## config.mk

```make
export PLATFORM = sky130hd
export DESIGN_NAME = sg_list_transfer_splitter_core
export DESIGN_NICKNAME = d
export VERILOG_FILES = /design/src/sgls_pkg.sv /design/src/sgls_ctrl.sv /design/src/sgls_datapath.sv /design/src/sg_list_transfer_splitter_core.sv
export SDC_FILE = /design/constraint.sdc
export NUM_CORES = 1
export LEC_CHECK = 0
export BUFFER_PORTS_ARGS = -buffer_cell sky130_fd_sc_hd__buf_2
export CORE_MARGIN = 4
export CORE_UTILIZATION = 28
export CTS_CLUSTER_DIAMETER = 30
export CTS_CLUSTER_SIZE = 8
export DETAILED_ROUTE_END_ITERATION = 7
export GPL_ROUTABILITY_DRIVEN = 0
export PLACE_DENSITY = 0.42
export SLEW_MARGIN = 0
export SYNTH_ARGS = -nofsm -noshare
export SYNTH_HDL_FRONTEND = slang
export SYNTH_SLANG_ARGS = --single-unit
```

## constraint.sdc

```tcl
create_clock -name i_clk -period 11.3 [get_ports i_clk]
set_input_delay 2.825 -clock i_clk [delete_from_list [all_inputs] [get_ports i_clk]]
set_output_delay 2.825 -clock i_clk [all_outputs]
set_load 0.005 [all_outputs]
```

## src/sgls_pkg.sv

```systemverilog
package sgls_pkg;

    localparam int MAX_FRAGMENTS_DEFAULT = 64;

    localparam int CFG_INDEX_W = 2;
    localparam int CFG_DATA_W  = 25;

    localparam int TOTAL_W   = 32;
    localparam int ADDR_W    = 64;
    localparam int ELEN_W    = 17;
    localparam int FLEN_W    = 20;
    localparam int SPLIT_W   = 25;
    localparam int INDEX_W   = 16;
    localparam int MPL_W     = 11;
    localparam int DIV_W     = 20;
    localparam int DIV_CNT_W = 5;

    localparam int S_TDATA_W = 120;
    localparam int M_TDATA_W = 128;

    localparam logic [DIV_W-1:0]   BIG_SPLIT  = 20'd524288;
    localparam logic [SPLIT_W-1:0] PAGE_LIMIT = 25'd4096;

    localparam logic [CFG_INDEX_W-1:0] REG_TRANSFER_TYPE = 2'd0;
    localparam logic [CFG_INDEX_W-1:0] REG_MAX_PACKET    = 2'd1;
    localparam logic [CFG_INDEX_W-1:0] REG_EP_MAX_XFER   = 2'd2;

    localparam logic [1:0] TYPE_CONTROL   = 2'd0;
    localparam logic [1:0] TYPE_ISOCH     = 2'd1;
    localparam logic [1:0] TYPE_BULK      = 2'd2;

    localparam logic [1:0] ST_UNSPLIT = 2'd0;
    localparam logic [1:0] ST_SPLIT   = 2'd1;
    localparam logic [1:0] ST_REFUSED = 2'd2;
    localparam logic [1:0] ST_LIMIT   = 2'd3;

    typedef enum logic [1:0] {
        MODE_IDLE    = 2'd0,
        MODE_UNSPLIT = 2'd1,
        MODE_SPLIT   = 2'd2
    } t_mode;

    typedef enum logic [2:0] {
        S_IDLE,
        S_START,
        S_DIV,
        S_DIVEND,
        S_FRAG
    } t_state;

    typedef enum logic [2:0] {
        KIND_NONE,
        KIND_UNSPLIT,
        KIND_REFUSE,
        KIND_SPLIT_NEW,
        KIND_SPLIT_CONT
    } t_kind;

    typedef struct packed {
        logic load_in;
        logic emit_start;
        logic div_start;
        logic div_step;
        logic div_finish;
        logic frag;
    } t_cmd;

    typedef struct packed {
        t_kind kind;
        logic  div_last;
        logic  frag_more;
        logic  out_room;
    } t_sts;

endpackage

```

## src/sgls_ctrl.sv

```systemverilog
module sgls_ctrl
    import sgls_pkg::*;
(
    input  logic i_clk,
    input  logic i_rst_n,
    input  logic i_in_valid,
    output logic o_in_ready,
    input  t_sts i_sts,
    output t_cmd o_cmd
);

    t_state r_state;
    t_state n_state;

    always_ff @(posedge i_clk) begin
        if (!i_rst_n) begin
            r_state <= S_IDLE;
        end else begin
            r_state <= n_state;
        end
    end

    always_comb begin
        n_state = r_state;
        unique case (r_state)
            S_IDLE: begin
                if (i_in_valid) begin
                    n_state = S_START;
                end
            end
            S_START: begin
                unique case (i_sts.kind)
                    KIND_NONE: n_state = S_IDLE;
                    KIND_UNSPLIT, KIND_REFUSE: begin
                        if (i_sts.out_room) begin
                            n_state = S_IDLE;
                        end
                    end
                    KIND_SPLIT_NEW:  n_state = S_DIV;
                    KIND_SPLIT_CONT: n_state = S_FRAG;
                    default:         n_state = S_IDLE;
                endcase
            end
            S_DIV: begin
                if (i_sts.div_last) begin
                    n_state = S_DIVEND;
                end
            end
            S_DIVEND: n_state = S_FRAG;
            S_FRAG: begin
                if (i_sts.out_room && !i_sts.frag_more) begin
                    n_state = S_IDLE;
                end
            end
            default: n_state = S_IDLE;
        endcase
    end

    always_comb begin
        o_cmd      = '0;
        o_in_ready = 1'b0;
        unique case (r_state)
            S_IDLE: begin
                o_in_ready    = 1'b1;
                o_cmd.load_in = i_in_valid;
            end
            S_START: begin
                unique case (i_sts.kind)
                    KIND_UNSPLIT, KIND_REFUSE: o_cmd.emit_start = i_sts.out_room;
                    KIND_SPLIT_NEW:            o_cmd.div_start  = 1'b1;
                    default:                   o_cmd.emit_start = 1'b0;
                endcase
            end
            S_DIV:    o_cmd.div_step   = 1'b1;
            S_DIVEND: o_cmd.div_finish = 1'b1;
            S_FRAG:   o_cmd.frag       = i_sts.out_room;
            default:  o_cmd            = '0;
        endcase
    end

    a_div_exit: assert property (@(posedge i_clk) disable iff (!i_rst_n)
        (r_state == S_DIV) |=> (r_state == S_DIV || r_state == S_DIVEND))
        else $error("divider left early");

endmodule

```

## src/sgls_datapath.sv

```systemverilog
module sgls_datapath
    import sgls_pkg::*;
#(
    parameter int MAX_FRAGMENTS_PER_ENTRY = MAX_FRAGMENTS_DEFAULT
) (
    input  logic                   i_clk,
    input  logic                   i_rst_n,
    input  logic                   i_cfg_valid,
    input  logic [CFG_INDEX_W-1:0] i_cfg_index,
    input  logic [CFG_DATA_W-1:0]  i_cfg_data,
    input  logic                   i_first_entry,
    input  logic [TOTAL_W-1:0]     i_total_length,
    input  logic [ADDR_W-1:0]      i_entry_address,
    input  logic [ELEN_W-1:0]      i_entry_length,
    input  logic                   i_out_ready,
    output logic                   o_out_valid,
    output logic [ADDR_W-1:0]      o_frag_address,
    output logic [FLEN_W-1:0]      o_frag_length,
    output logic [FLEN_W-1:0]      o_offset_in_split,
    output logic [INDEX_W-1:0]     o_split_index,
    output logic                   o_last_of_split,
    output logic                   o_last_of_transfer,
    output logic [1:0]             o_status,
    output logic                   o_last,
    input  t_cmd                   i_cmd,
    output t_sts                   o_sts
);

    localparam int FW = (MAX_FRAGMENTS_PER_ENTRY > 2) ? $clog2(MAX_FRAGMENTS_PER_ENTRY) : 1;
    localparam logic [FW-1:0] LAST_FRAG = FW'(MAX_FRAGMENTS_PER_ENTRY - 1);

    logic [1:0]         r_cfg_type;
    logic [MPL_W-1:0]   r_cfg_mpl;
    logic [SPLIT_W-1:0] r_cfg_emt;

    logic               r_in_first;
    logic [TOTAL_W-1:0] r_in_total;
    logic [ADDR_W-1:0]  r_in_addr;
    logic [ELEN_W-1:0]  r_in_elen;

    logic [TOTAL_W-1:0] r_br;
    logic [SPLIT_W-1:0] r_split_room;
    logic [SPLIT_W-1:0] r_split_offset;
    logic [INDEX_W-1:0] r_split_number;
    logic [SPLIT_W-1:0] r_split_size;
    t_mode              r_mode;

    logic [ELEN_W-1:0]  r_pos;
    logic [FW-1:0]      r_nfrag;

    logic [DIV_W-1:0]     r_div_len;
    logic [DIV_W-1:0]     r_div_num;
    logic [MPL_W-1:0]     r_div_rem;
    logic [MPL_W-1:0]     r_div_mpl;
    logic [DIV_CNT_W-1:0] r_div_cnt;

    logic               r_out_valid;

    t_kind              kind;
    logic [TOTAL_W-1:0] u_br;
    logic [SPLIT_W-1:0] u_off;
    logic               u_done;

    logic [DIV_W-1:0]   d_len;
    logic [MPL_W:0]     d_trial;
    logic [MPL_W-1:0]   d_rem;
    logic [DIV_W-1:0]   d_round;
    logic [DIV_W-1:0]   d_size;

    logic [ELEN_W-1:0]  f_avail;
    logic [ELEN_W-1:0]  f_len1;
    logic [ELEN_W-1:0]  f_len;
    logic [ELEN_W-1:0]  f_npos;
    logic [TOTAL_W-1:0] f_nrem;
    logic [SPLIT_W-1:0] f_room;
    logic               f_more;
    logic               f_limit;
    logic               f_ls;
    logic               f_lt;
    logic               out_room;

    always_comb begin
        if (r_in_first) begin
            if (r_in_total <= {7'd0, r_cfg_emt}) begin
                kind = KIND_UNSPLIT;
            end else if (r_cfg_type == TYPE_CONTROL || r_cfg_type == TYPE_ISOCH) begin
                kind = KIND_REFUSE;
            end else begin
                kind = KIND_SPLIT_NEW;
            end
        end else begin
            unique case (r_mode)
                MODE_UNSPLIT: kind = KIND_UNSPLIT;
                MODE_SPLIT:   kind = KIND_SPLIT_CONT;
                default:      kind = KIND_NONE;
            endcase
        end
    end

    assign u_br   = r_in_first ? r_in_total : r_br;
    assign u_off  = r_in_first ? '0 : r_split_offset;
    assign u_done = {15'd0, r_in_elen} >= u_br;

    assign d_len   = (r_cfg_emt <= PAGE_LIMIT) ? r_cfg_emt[DIV_W-1:0] : BIG_SPLIT;
    assign d_trial = {r_div_rem, r_div_num[DIV_W-1]};
    assign d_rem   = (d_trial >= {1'b0, r_div_mpl}) ? MPL_W'(d_trial - {1'b0, r_div_mpl})
                                                    : d_trial[MPL_W-1:0];
    assign d_round = r_div_len - {9'd0, r_div_rem};

    always_comb begin
        if (d_round != '0) begin
            d_size = d_round;
        end else if (r_div_len != '0) begin
            d_size = r_div_len;
        end else begin
            d_size = DIV_W'(1);
        end
    end

    assign f_avail = r_in_elen - r_pos;
    assign f_len1  = ({8'd0, f_avail} > r_split_room) ? r_split_room[ELEN_W-1:0] : f_avail;
    assign f_len   = ({15'd0, f_len1} > r_br) ? r_br[ELEN_W-1:0] : f_len1;
    assign f_npos  = r_pos + f_len;
    assign f_nrem  = r_br - {15'd0, f_len};
    assign f_more  = (f_nrem != '0) && (f_npos < r_in_elen);
    assign f_limit = f_more && (r_nfrag == LAST_FRAG);
    assign f_room  = r_split_room - {8'd0, f_len};
    assign f_lt    = (f_nrem == '0);
    assign f_ls    = (f_room == '0) || f_lt;

    assign out_room = !r_out_valid || i_out_ready;

    assign o_sts.kind      = kind;
    assign o_sts.div_last  = (r_div_cnt == DIV_CNT_W'(DIV_W - 1));
    assign o_sts.frag_more = f_more && !f_limit;
    assign o_sts.out_room  = out_room;

    always_ff @(posedge i_clk) begin
        if (!i_rst_n) begin
            r_cfg_type <= TYPE_BULK;
            r_cfg_mpl  <= 11'd64;
            r_cfg_emt  <= 25'd4096;
        end else if (i_cfg_valid) begin
            unique case (i_cfg_index)
                REG_TRANSFER_TYPE: r_cfg_type <= i_cfg_data[1:0];
                REG_MAX_PACKET:    r_cfg_mpl  <= i_cfg_data[MPL_W-1:0];
                REG_EP_MAX_XFER:   r_cfg_emt  <= i_cfg_data;
                default:           r_cfg_type <= r_cfg_type;
            endcase
        end
    end

    always_ff @(posedge i_clk) begin
        if (i_cmd.load_in) begin
            r_in_first <= i_first_entry;
            r_in_total <= i_total_length;
            r_in_addr  <= i_entry_address;
            r_in_elen  <= i_entry_length;
        end
    end

    always_ff @(posedge i_clk) begin
        if (i_cmd.div_start) begin
            r_div_len <= d_len;
            r_div_num <= d_len;
            r_div_rem <= '0;
            r_div_mpl <= (r_cfg_mpl == '0) ? MPL_W'(1) : r_cfg_mpl;
            r_div_cnt <= '0;
        end else if (i_cmd.div_step) begin
            r_div_num <= {r_div_num[DIV_W-2:0], 1'b0};
            r_div_rem <= d_rem;
            r_div_cnt <= r_div_cnt + DIV_CNT_W'(1);
        end
    end

    always_ff @(posedge i_clk) begin
        if (!i_rst_n) begin
            r_br           <= '0;
            r_split_room   <= '0;
            r_split_offset <= '0;
            r_split_number <= '0;
            r_split_size   <= '0;
            r_mode         <= MODE_IDLE;
            r_pos          <= '0;
            r_nfrag        <= '0;
        end else begin
            priority if (i_cmd.load_in) begin
                r_pos   <= '0;
                r_nfrag <= '0;
            end else if (i_cmd.emit_start) begin
                if (kind == KIND_REFUSE) begin
                    r_mode         <= MODE_IDLE;
                    r_br           <= '0;
                    r_split_offset <= '0;
                    r_split_number <= '0;
                end else begin
                    r_br           <= u_done ? '0 : u_br - {15'd0, r_in_elen};
                    r_split_offset <= u_off + {8'd0, r_in_elen};
                    r_mode         <= u_done ? MODE_IDLE : MODE_UNSPLIT;
                    if (r_in_first) begin
                        r_split_number <= '0;
                        r_split_room   <= '0;
                    end
                end
            end else if (i_cmd.div_start) begin
                r_split_offset <= '0;
                r_split_number <= '0;
                r_br           <= r_in_total;
            end else if (i_cmd.div_finish) begin
                r_split_size <= {5'd0, d_size};
                r_split_room <= {5'd0, d_size};
                r_mode       <= MODE_SPLIT;
            end else if (i_cmd.frag) begin
                if (f_limit) begin
                    r_mode <= MODE_IDLE;
                    r_br   <= '0;
                end else begin
                    r_br    <= f_nrem;
                    r_pos   <= f_npos;
                    r_nfrag <= r_nfrag + FW'(1);
                    if (f_ls) begin
                        r_split_room   <= r_split_size;
                        r_split_offset <= '0;
                        r_split_number <= r_split_number + INDEX_W'(1);
                    end else begin
                        r_split_room   <= f_room;
                        r_split_offset <= r_split_offset + {8'd0, f_len};
                    end
                    if (f_lt) begin
                        r_mode <= MODE_IDLE;
                    end
                end
            end
        end
    end

    always_ff @(posedge i_clk) begin
        if (!i_rst_n) begin
            r_out_valid <= 1'b0;
        end else if (i_cmd.emit_start || i_cmd.frag) begin
            r_out_valid <= 1'b1;
        end else if (i_out_ready) begin
            r_out_valid <= 1'b0;
        end
    end

    always_ff @(posedge i_clk) begin
        if (i_cmd.emit_start) begin
            o_last <= 1'b1;
            if (kind == KIND_REFUSE) begin
                o_frag_address     <= '0;
                o_frag_length      <= '0;
                o_offset_in_split  <= '0;
                o_split_index      <= '0;
                o_last_of_split    <= 1'b0;
                o_last_of_transfer <= 1'b0;
                o_status           <= ST_REFUSED;
            end else begin
                o_frag_address     <= r_in_addr;
                o_frag_length      <= {3'd0, r_in_elen};
                o_offset_in_split  <= u_off[FLEN_W-1:0];
                o_split_index      <= '0;
                o_last_of_split    <= u_done;
                o_last_of_transfer <= u_done;
                o_status           <= ST_UNSPLIT;
            end
        end else if (i_cmd.frag) begin
            if (f_limit) begin
                o_frag_address     <= '0;
                o_frag_length      <= '0;
                o_offset_in_split  <= '0;
                o_split_index      <= '0;
                o_last_of_split    <= 1'b0;
                o_last_of_transfer <= 1'b0;
                o_status           <= ST_LIMIT;
                o_last             <= 1'b1;
            end else begin
                o_frag_address     <= {r_in_addr[63:32], r_in_addr[31:0] + {15'd0, r_pos}};
                o_frag_length      <= {3'd0, f_len};
                o_offset_in_split  <= r_split_offset[FLEN_W-1:0];
                o_split_index      <= r_split_number;
                o_last_of_split    <= f_ls;
                o_last_of_transfer <= f_lt;
                o_status           <= ST_SPLIT;
                o_last             <= !f_more;
            end
        end
    end

    assign o_out_valid = r_out_valid;

    a_room_nonzero: assert property (@(posedge i_clk) disable iff (!i_rst_n)
        i_cmd.frag |-> (r_split_room != '0))
        else $error("fragment issued with no room left in the split");

    a_transfer_end: assert property (@(posedge i_clk) disable iff (!i_rst_n)
        (i_cmd.frag && !f_limit && f_lt) |=> (r_mode == MODE_IDLE))
        else $error("transfer did not end after its final fragment");

    a_abort_result: assert property (@(posedge i_clk) disable iff (!i_rst_n)
        (r_out_valid && (o_status == ST_REFUSED || o_status == ST_LIMIT))
        |-> (o_last && o_frag_address == '0 && o_frag_length == '0))
        else $error("abort result carries payload");

endmodule

```

## src/sg_list_transfer_splitter_core.sv

```systemverilog
// Scatter-gather transfer splitter.
// Input stream: one scatter-gather entry per request. tuser carries the
// first-entry mark; tdata carries the total length, entry address and entry
// length. The configuration channel writes the transfer type, the maximum
// packet size and the endpoint maximum transfer; it is always ready and must
// only be used while no entry is in flight.
// Output stream: one request per fragment. tuser carries the status code,
// tlast marks the final fragment produced for an entry.
// An unsplit entry is captured in the input registers and then written to the output
// register once it has room; only then is the next entry taken. An entry that starts
// a split transfer first runs a bit-serial remainder unit for the split size; after that
// fragments leave at one per cycle while the receiver keeps up, up to the per-entry limit.
// The input is taken again once the last fragment of an entry sits in the
// output register, so a new entry may be accepted while it waits.
// When the receiver stalls, the output register holds its request and the
// fragment loop waits. Synchronous active-low reset returns the configuration and
// control registers to their defaults and leaves the block idle with nothing pending.
module sg_list_transfer_splitter_core
    import sgls_pkg::*;
#(
    parameter int MAX_FRAGMENTS_PER_ENTRY = MAX_FRAGMENTS_DEFAULT
) (
    input  logic                   i_clk,
    input  logic                   i_rst_n,
    input  logic                   i_cfg_valid,
    output logic                   o_cfg_ready,
    input  logic [CFG_INDEX_W-1:0] i_cfg_index,
    input  logic [CFG_DATA_W-1:0]  i_cfg_data,
    input  logic                   i_s_axis_tvalid,
    output logic                   o_s_axis_tready,
    // total_length [31:0], entry_address [95:32], entry_length [112:96]
    input  logic [S_TDATA_W-1:0]   i_s_axis_tdata,
    // first_entry [0]
    input  logic                   i_s_axis_tuser,
    output logic                   o_m_axis_tvalid,
    input  logic                   i_m_axis_tready,
    // frag_address [63:0], frag_length [83:64], offset_in_split [103:84],
    // split_index [119:104], last_of_split [120], last_of_transfer [121]
    output logic [M_TDATA_W-1:0]   o_m_axis_tdata,
    // status [1:0]
    output logic [1:0]             o_m_axis_tuser,
    output logic                   o_m_axis_tlast
);

    t_cmd cmd;
    t_sts sts;

    logic [ADDR_W-1:0]  frag_address;
    logic [FLEN_W-1:0]  frag_length;
    logic [FLEN_W-1:0]  offset_in_split;
    logic [INDEX_W-1:0] split_index;
    logic               last_of_split;
    logic               last_of_transfer;

    assign o_cfg_ready = 1'b1;

    sgls_ctrl u_ctrl (
        .i_clk      (i_clk),
        .i_rst_n    (i_rst_n),
        .i_in_valid (i_s_axis_tvalid),
        .o_in_ready (o_s_axis_tready),
        .i_sts      (sts),
        .o_cmd      (cmd)
    );

    sgls_datapath #(
        .MAX_FRAGMENTS_PER_ENTRY (MAX_FRAGMENTS_PER_ENTRY)
    ) u_datapath (
        .i_clk              (i_clk),
        .i_rst_n            (i_rst_n),
        .i_cfg_valid        (i_cfg_valid),
        .i_cfg_index        (i_cfg_index),
        .i_cfg_data         (i_cfg_data),
        .i_first_entry      (i_s_axis_tuser),
        .i_total_length     (i_s_axis_tdata[31:0]),
        .i_entry_address    (i_s_axis_tdata[95:32]),
        .i_entry_length     (i_s_axis_tdata[112:96]),
        .i_out_ready        (i_m_axis_tready),
        .o_out_valid        (o_m_axis_tvalid),
        .o_frag_address     (frag_address),
        .o_frag_length      (frag_length),
        .o_offset_in_split  (offset_in_split),
        .o_split_index      (split_index),
        .o_last_of_split    (last_of_split),
        .o_last_of_transfer (last_of_transfer),
        .o_status           (o_m_axis_tuser),
        .o_last             (o_m_axis_tlast),
        .i_cmd              (cmd),
        .o_sts              (sts)
    );

    assign o_m_axis_tdata = {6'd0, last_of_transfer, last_of_split, split_index,
                             offset_in_split, frag_length, frag_address};

endmodule

```

==> results_dict.tcl <==
set metrics [dict create \
    slowest_stage "or4_4" \
    fp.dieArea_um2 115000 \
    synth.avg_cell_area_um2 9.17 \
    critPathLaunchType "register" \
    synth_top_family_by_area "compound AO/OA/AOI/OAI gates" \
    max_cap_viol_count 0 \
    yosys.area_share.simple_pct 18.2 \
    critPathTopFamily "compound AO/OA/AOI/OAI gates" \
    clock_sinks 482 \
    synthTopCellsByArea "edfxtp_1 (26%), dfxtp_1 (14%), ha_1 (9.5%), a21oi_1 (4.0%), nand2_1 (3.9%)" \
    start_util_pct 28.3 \
    boundaryPins 287 \
    cts-root-buf "clkbuf_16" \
    reg2regPathDepth 55 \
    synth_top_area_share_pct 26.3 \
    path_class "reg -> reg" \
    async_flop_share_pct 0 \
    ys_seq_elements 482 \
    cp_max_fo 17 \
    drt_pass1_iterations 5 \
    drv_slew 0 \
    muxShareOfSynthArea_pct 3.27 \
    regToRegEndpoint "u_datapath.o_offset_in_split[18]$_DFFE_PP_" \
    ant_nets 0 \
    via_count 27500 \
    crit_path_end_kind "register" \
    fin_skew_ps 37.1 \
    htreeDepth 4 \
    synth_fa_ha_area_share_pct 10.2 \
    grt_pass1_wl_um 166000 \
    synth_edf_count 270 \
    cts_buffers 141 \
    critPathBufInv 9 \
    dp_slack_ps -266 \
    layout_setup_ws_ps 459 \
    holdPathEnd "u_datapath.r_cfg_emt[23]$_SDFFE_PN0P_" \
    cp.depth 55 \
    cp_slowest_stage_delay_ps 520 \
    fin_crit_sh_pct 95.9 \
    rows 121 \
    post_synth_num_cell_types 97 \
    via_per_inst 5.06 \
    seqCellArea_um2 12400 \
    outcome "complete, no violations" \
    grt_usage_pct 18.8 \
    cts_tree "built" \
    multi_input_area_um2 17300 \
    ys_seq_area_share_pct 40.1 \
    cpMostUsedCell "buf_4" \
    vdd_ir_drop_max_mv 0.123 \
    first_iter_violations 1889 \
    finalCriticalPeriod_ps 10840 \
    power_density_nw_per_um2 259 \
    dpl.hpwl_um 86200 \
    yosys.area.top_type "edfxtp_1" \
    fmax_mhz 92.2 \
    slew_headroom_pct 25.7 \
    die_w_um 340 \
    total_power_mw 10.5 \
    overflow 0 \
    synth_flop_cell "edfxtp_1" \
    grt_pass1_vias 26600 \
    cp.arrival_ps 11310 \
    grt_max_degree 84 \
    r2r_setup_slack_ps 460 \
    drt_wl_total_um 112000 \
    finalSetupViolCount 0 \
    ys.warnings.count 0 \
    core_area_um2 109000 \
    clk_pin_slew_ps 40 \
    r2r_start "u_datapath.r_in_elen[0]$_DFFE_PP_" \
    antenna_found_initial 10 \
    hold_class "reg -> reg" \
    yosysMostFrequentCell "nand2_1" \
    fill_cells 11100 \
    synthXorXnorAreaFrac_pct 4.44 \
    finalNetCount 4289 \
    cts_buffer_depth 3 \
    whs_path_depth 2 \
    io_buffers 269 \
    drt-wirelength-per-cell_um 20.7 \
    synth_compound_area_share_pct 19.3 \
    drcViolationCount 0 \
    drive_above_1_share_pct 22.3 \
    critical_path_required_ps 11770 \
    yosys-top-cells-count "nand2_1 (319), edfxtp_1 (270), a21oi_1 (246)" \
    die_h_um 340 \
    tightest_slew_ps 1110 \
    insertion_delay_ps 730 \
    leakage_nw 17.1 \
    synth_area_um2 30800 \
    synthCells 3360 \
    hp-start "u_datapath.r_cfg_emt[23]$_SDFFE_PN0P_" \
    hold_viol 0 \
    area_growth_pct 32.1 \
]
[worst max path at each step]
| stage | slack [ps] | start | endpoint |
|---|---|---|---|
| floorplan | 190 | u_datapath.r_in_elen[0]$_DFFE_PP_ | u_datapath.o_offset_in_split[10]$_DFFE_PP_ |
| global placement | -280 | u_datapath.r_in_elen[0]$_DFFE_PP_ | u_datapath.r_pos[1]$_SDFFE_PP0P_ |
| detailed placement | -270 | u_datapath.r_in_elen[0]$_DFFE_PP_ | u_datapath.r_split_number[3]$_SDFFE_PN0P_ |
| CTS | 10 | u_datapath.r_in_elen[0]$_DFFE_PP_ | u_datapath.r_split_offset[1]$_SDFFE_PN0P_ |
| global route | -30 | u_datapath.r_in_elen[1]$_DFFE_PP_ | u_datapath.o_offset_in_split[10]$_DFFE_PP_ |
| finish | 460 | u_datapath.r_in_elen[0]$_DFFE_PP_ | u_datapath.o_offset_in_split[18]$_DFFE_PP_ |
[flip-flops by register name, indices dropped and copies added (netlist names), 6 cells and up]
register / cells
u_datapath.o_frag_address: 64
u_datapath.r_in_addr: 64
u_datapath.r_br: 32
u_datapath.r_in_total: 32
u_datapath.r_cfg_emt: 25
u_datapath.r_split_room: 25
u_datapath.o_offset_in_split: 20
u_datapath.r_div_len: 20
u_datapath.r_div_num: 20
u_datapath.r_split_offset: 20
u_datapath.r_split_size: 20
u_datapath.o_frag_length: 17
u_datapath.r_in_elen: 17
u_datapath.r_pos: 17
u_datapath.o_split_index: 16
u_datapath.r_split_number: 16
u_datapath.r_cfg_mpl: 11
u_datapath.r_div_mpl: 11
u_datapath.r_div_rem: 11
u_datapath.r_nfrag: 6
[area by class of cell]
| cell class | instances | share of cell area (%) |
|---|---|---|
| antenna | 5 | 0.0307 |
| clock buffer | 177 | 9.50 |
| clock inverter | 78 | 2.68 |
| inverter | 185 | 1.71 |
| multi-input combinational | 2541 | 42.6 |
| sequential | 482 | 30.4 |
| tap | 1414 | 4.35 |
| timing repair buffer | 540 | 8.81 |
[metrics by stage]
stage               hold WS (ps)  instances  utilization, %  instance area [um^2]  TNS (ps)
floorplan                    431       3374               -                 30800         0
global placement             445       5157            32.5                 35500    -40360
detailed placement           449       5157            32.5                 35500    -36090
CTS                          454       5412            37.1                 40500         0
global route                 467       5420            37.3                 40700      -606
finish                       452       5422            37.3                 40700         0
[worst min-delay path, cell delays in order (launching register included)]
cell and delay, ps:
dfxtp_1 300, nand2_1 50, a21oi_1 50
[metal layers]
layer | vias to the layer above | track usage, % | part of all wire [%]
met5 | - | 0 | 0.012
met4 | 2 | 6.17 | 2.7
met3 | 158 | 3.63 | 5.4
met2 | 708 | 29.7 | 45
met1 | 13100 | 25.9 | 47
li1 | 13500 | - | -
[repair_timing]
action,4_1_cts,5_1_grt
resized for setup,8,39
pin swaps,1,13
setup buffers,0,4
hold buffers,0,0
endpoints found under the setup margin,235,238
gates cloned,0,2
[report_power, final]
| part | internal (mW) | switching (mW) |
|---|---|---|
| logic | 1.85 | 2.46 |
| clock network | 2.88 | 1.19 |
| registers | 2.02 | 0.140 |
[cells in the final DEF (no fill, tap or decap), types with 36 or more instances in the layout]
cell type  synthesis  final
nand2_1          319    319
edfxtp_1         270    270
buf_2             13    268
buf_4             12    256
a21oi_1          246    238
ha_1             235    233
nor2_1           223    217
dfxtp_1          212    212
o21ai_0          188    180
inv_1            181    178
clkbuf_16          0    144
xnor2_1           99     97
nor3_1            88     88
nand3_1           86     85
and2_1            82     80
a21o_1            58     58
xor2_1            57     57
and3_1            52     52
mux2i_1           51     50
nor2b_1           44     44
mux2_2            43     43
nand2b_1          42     41
nand4_1           39     39
or3_1             38     37
o22ai_1           36     36
[kinds of logic (layout without fill, tap and decap cells)]
group / count (synthesis) / in the layout
buffers and inverters: 351 / 980
AOI/OAI and AO/OA: 905 / 905
muxes: 95 / 95
xor gates and xnor gates: 156 / 156
DFF: 482 / 482
and+or+nand+nor: 1124 / 1124
adders and majority gates: 245 / 245
other: 2 / 21
Power figures use the tool's default switching activity.
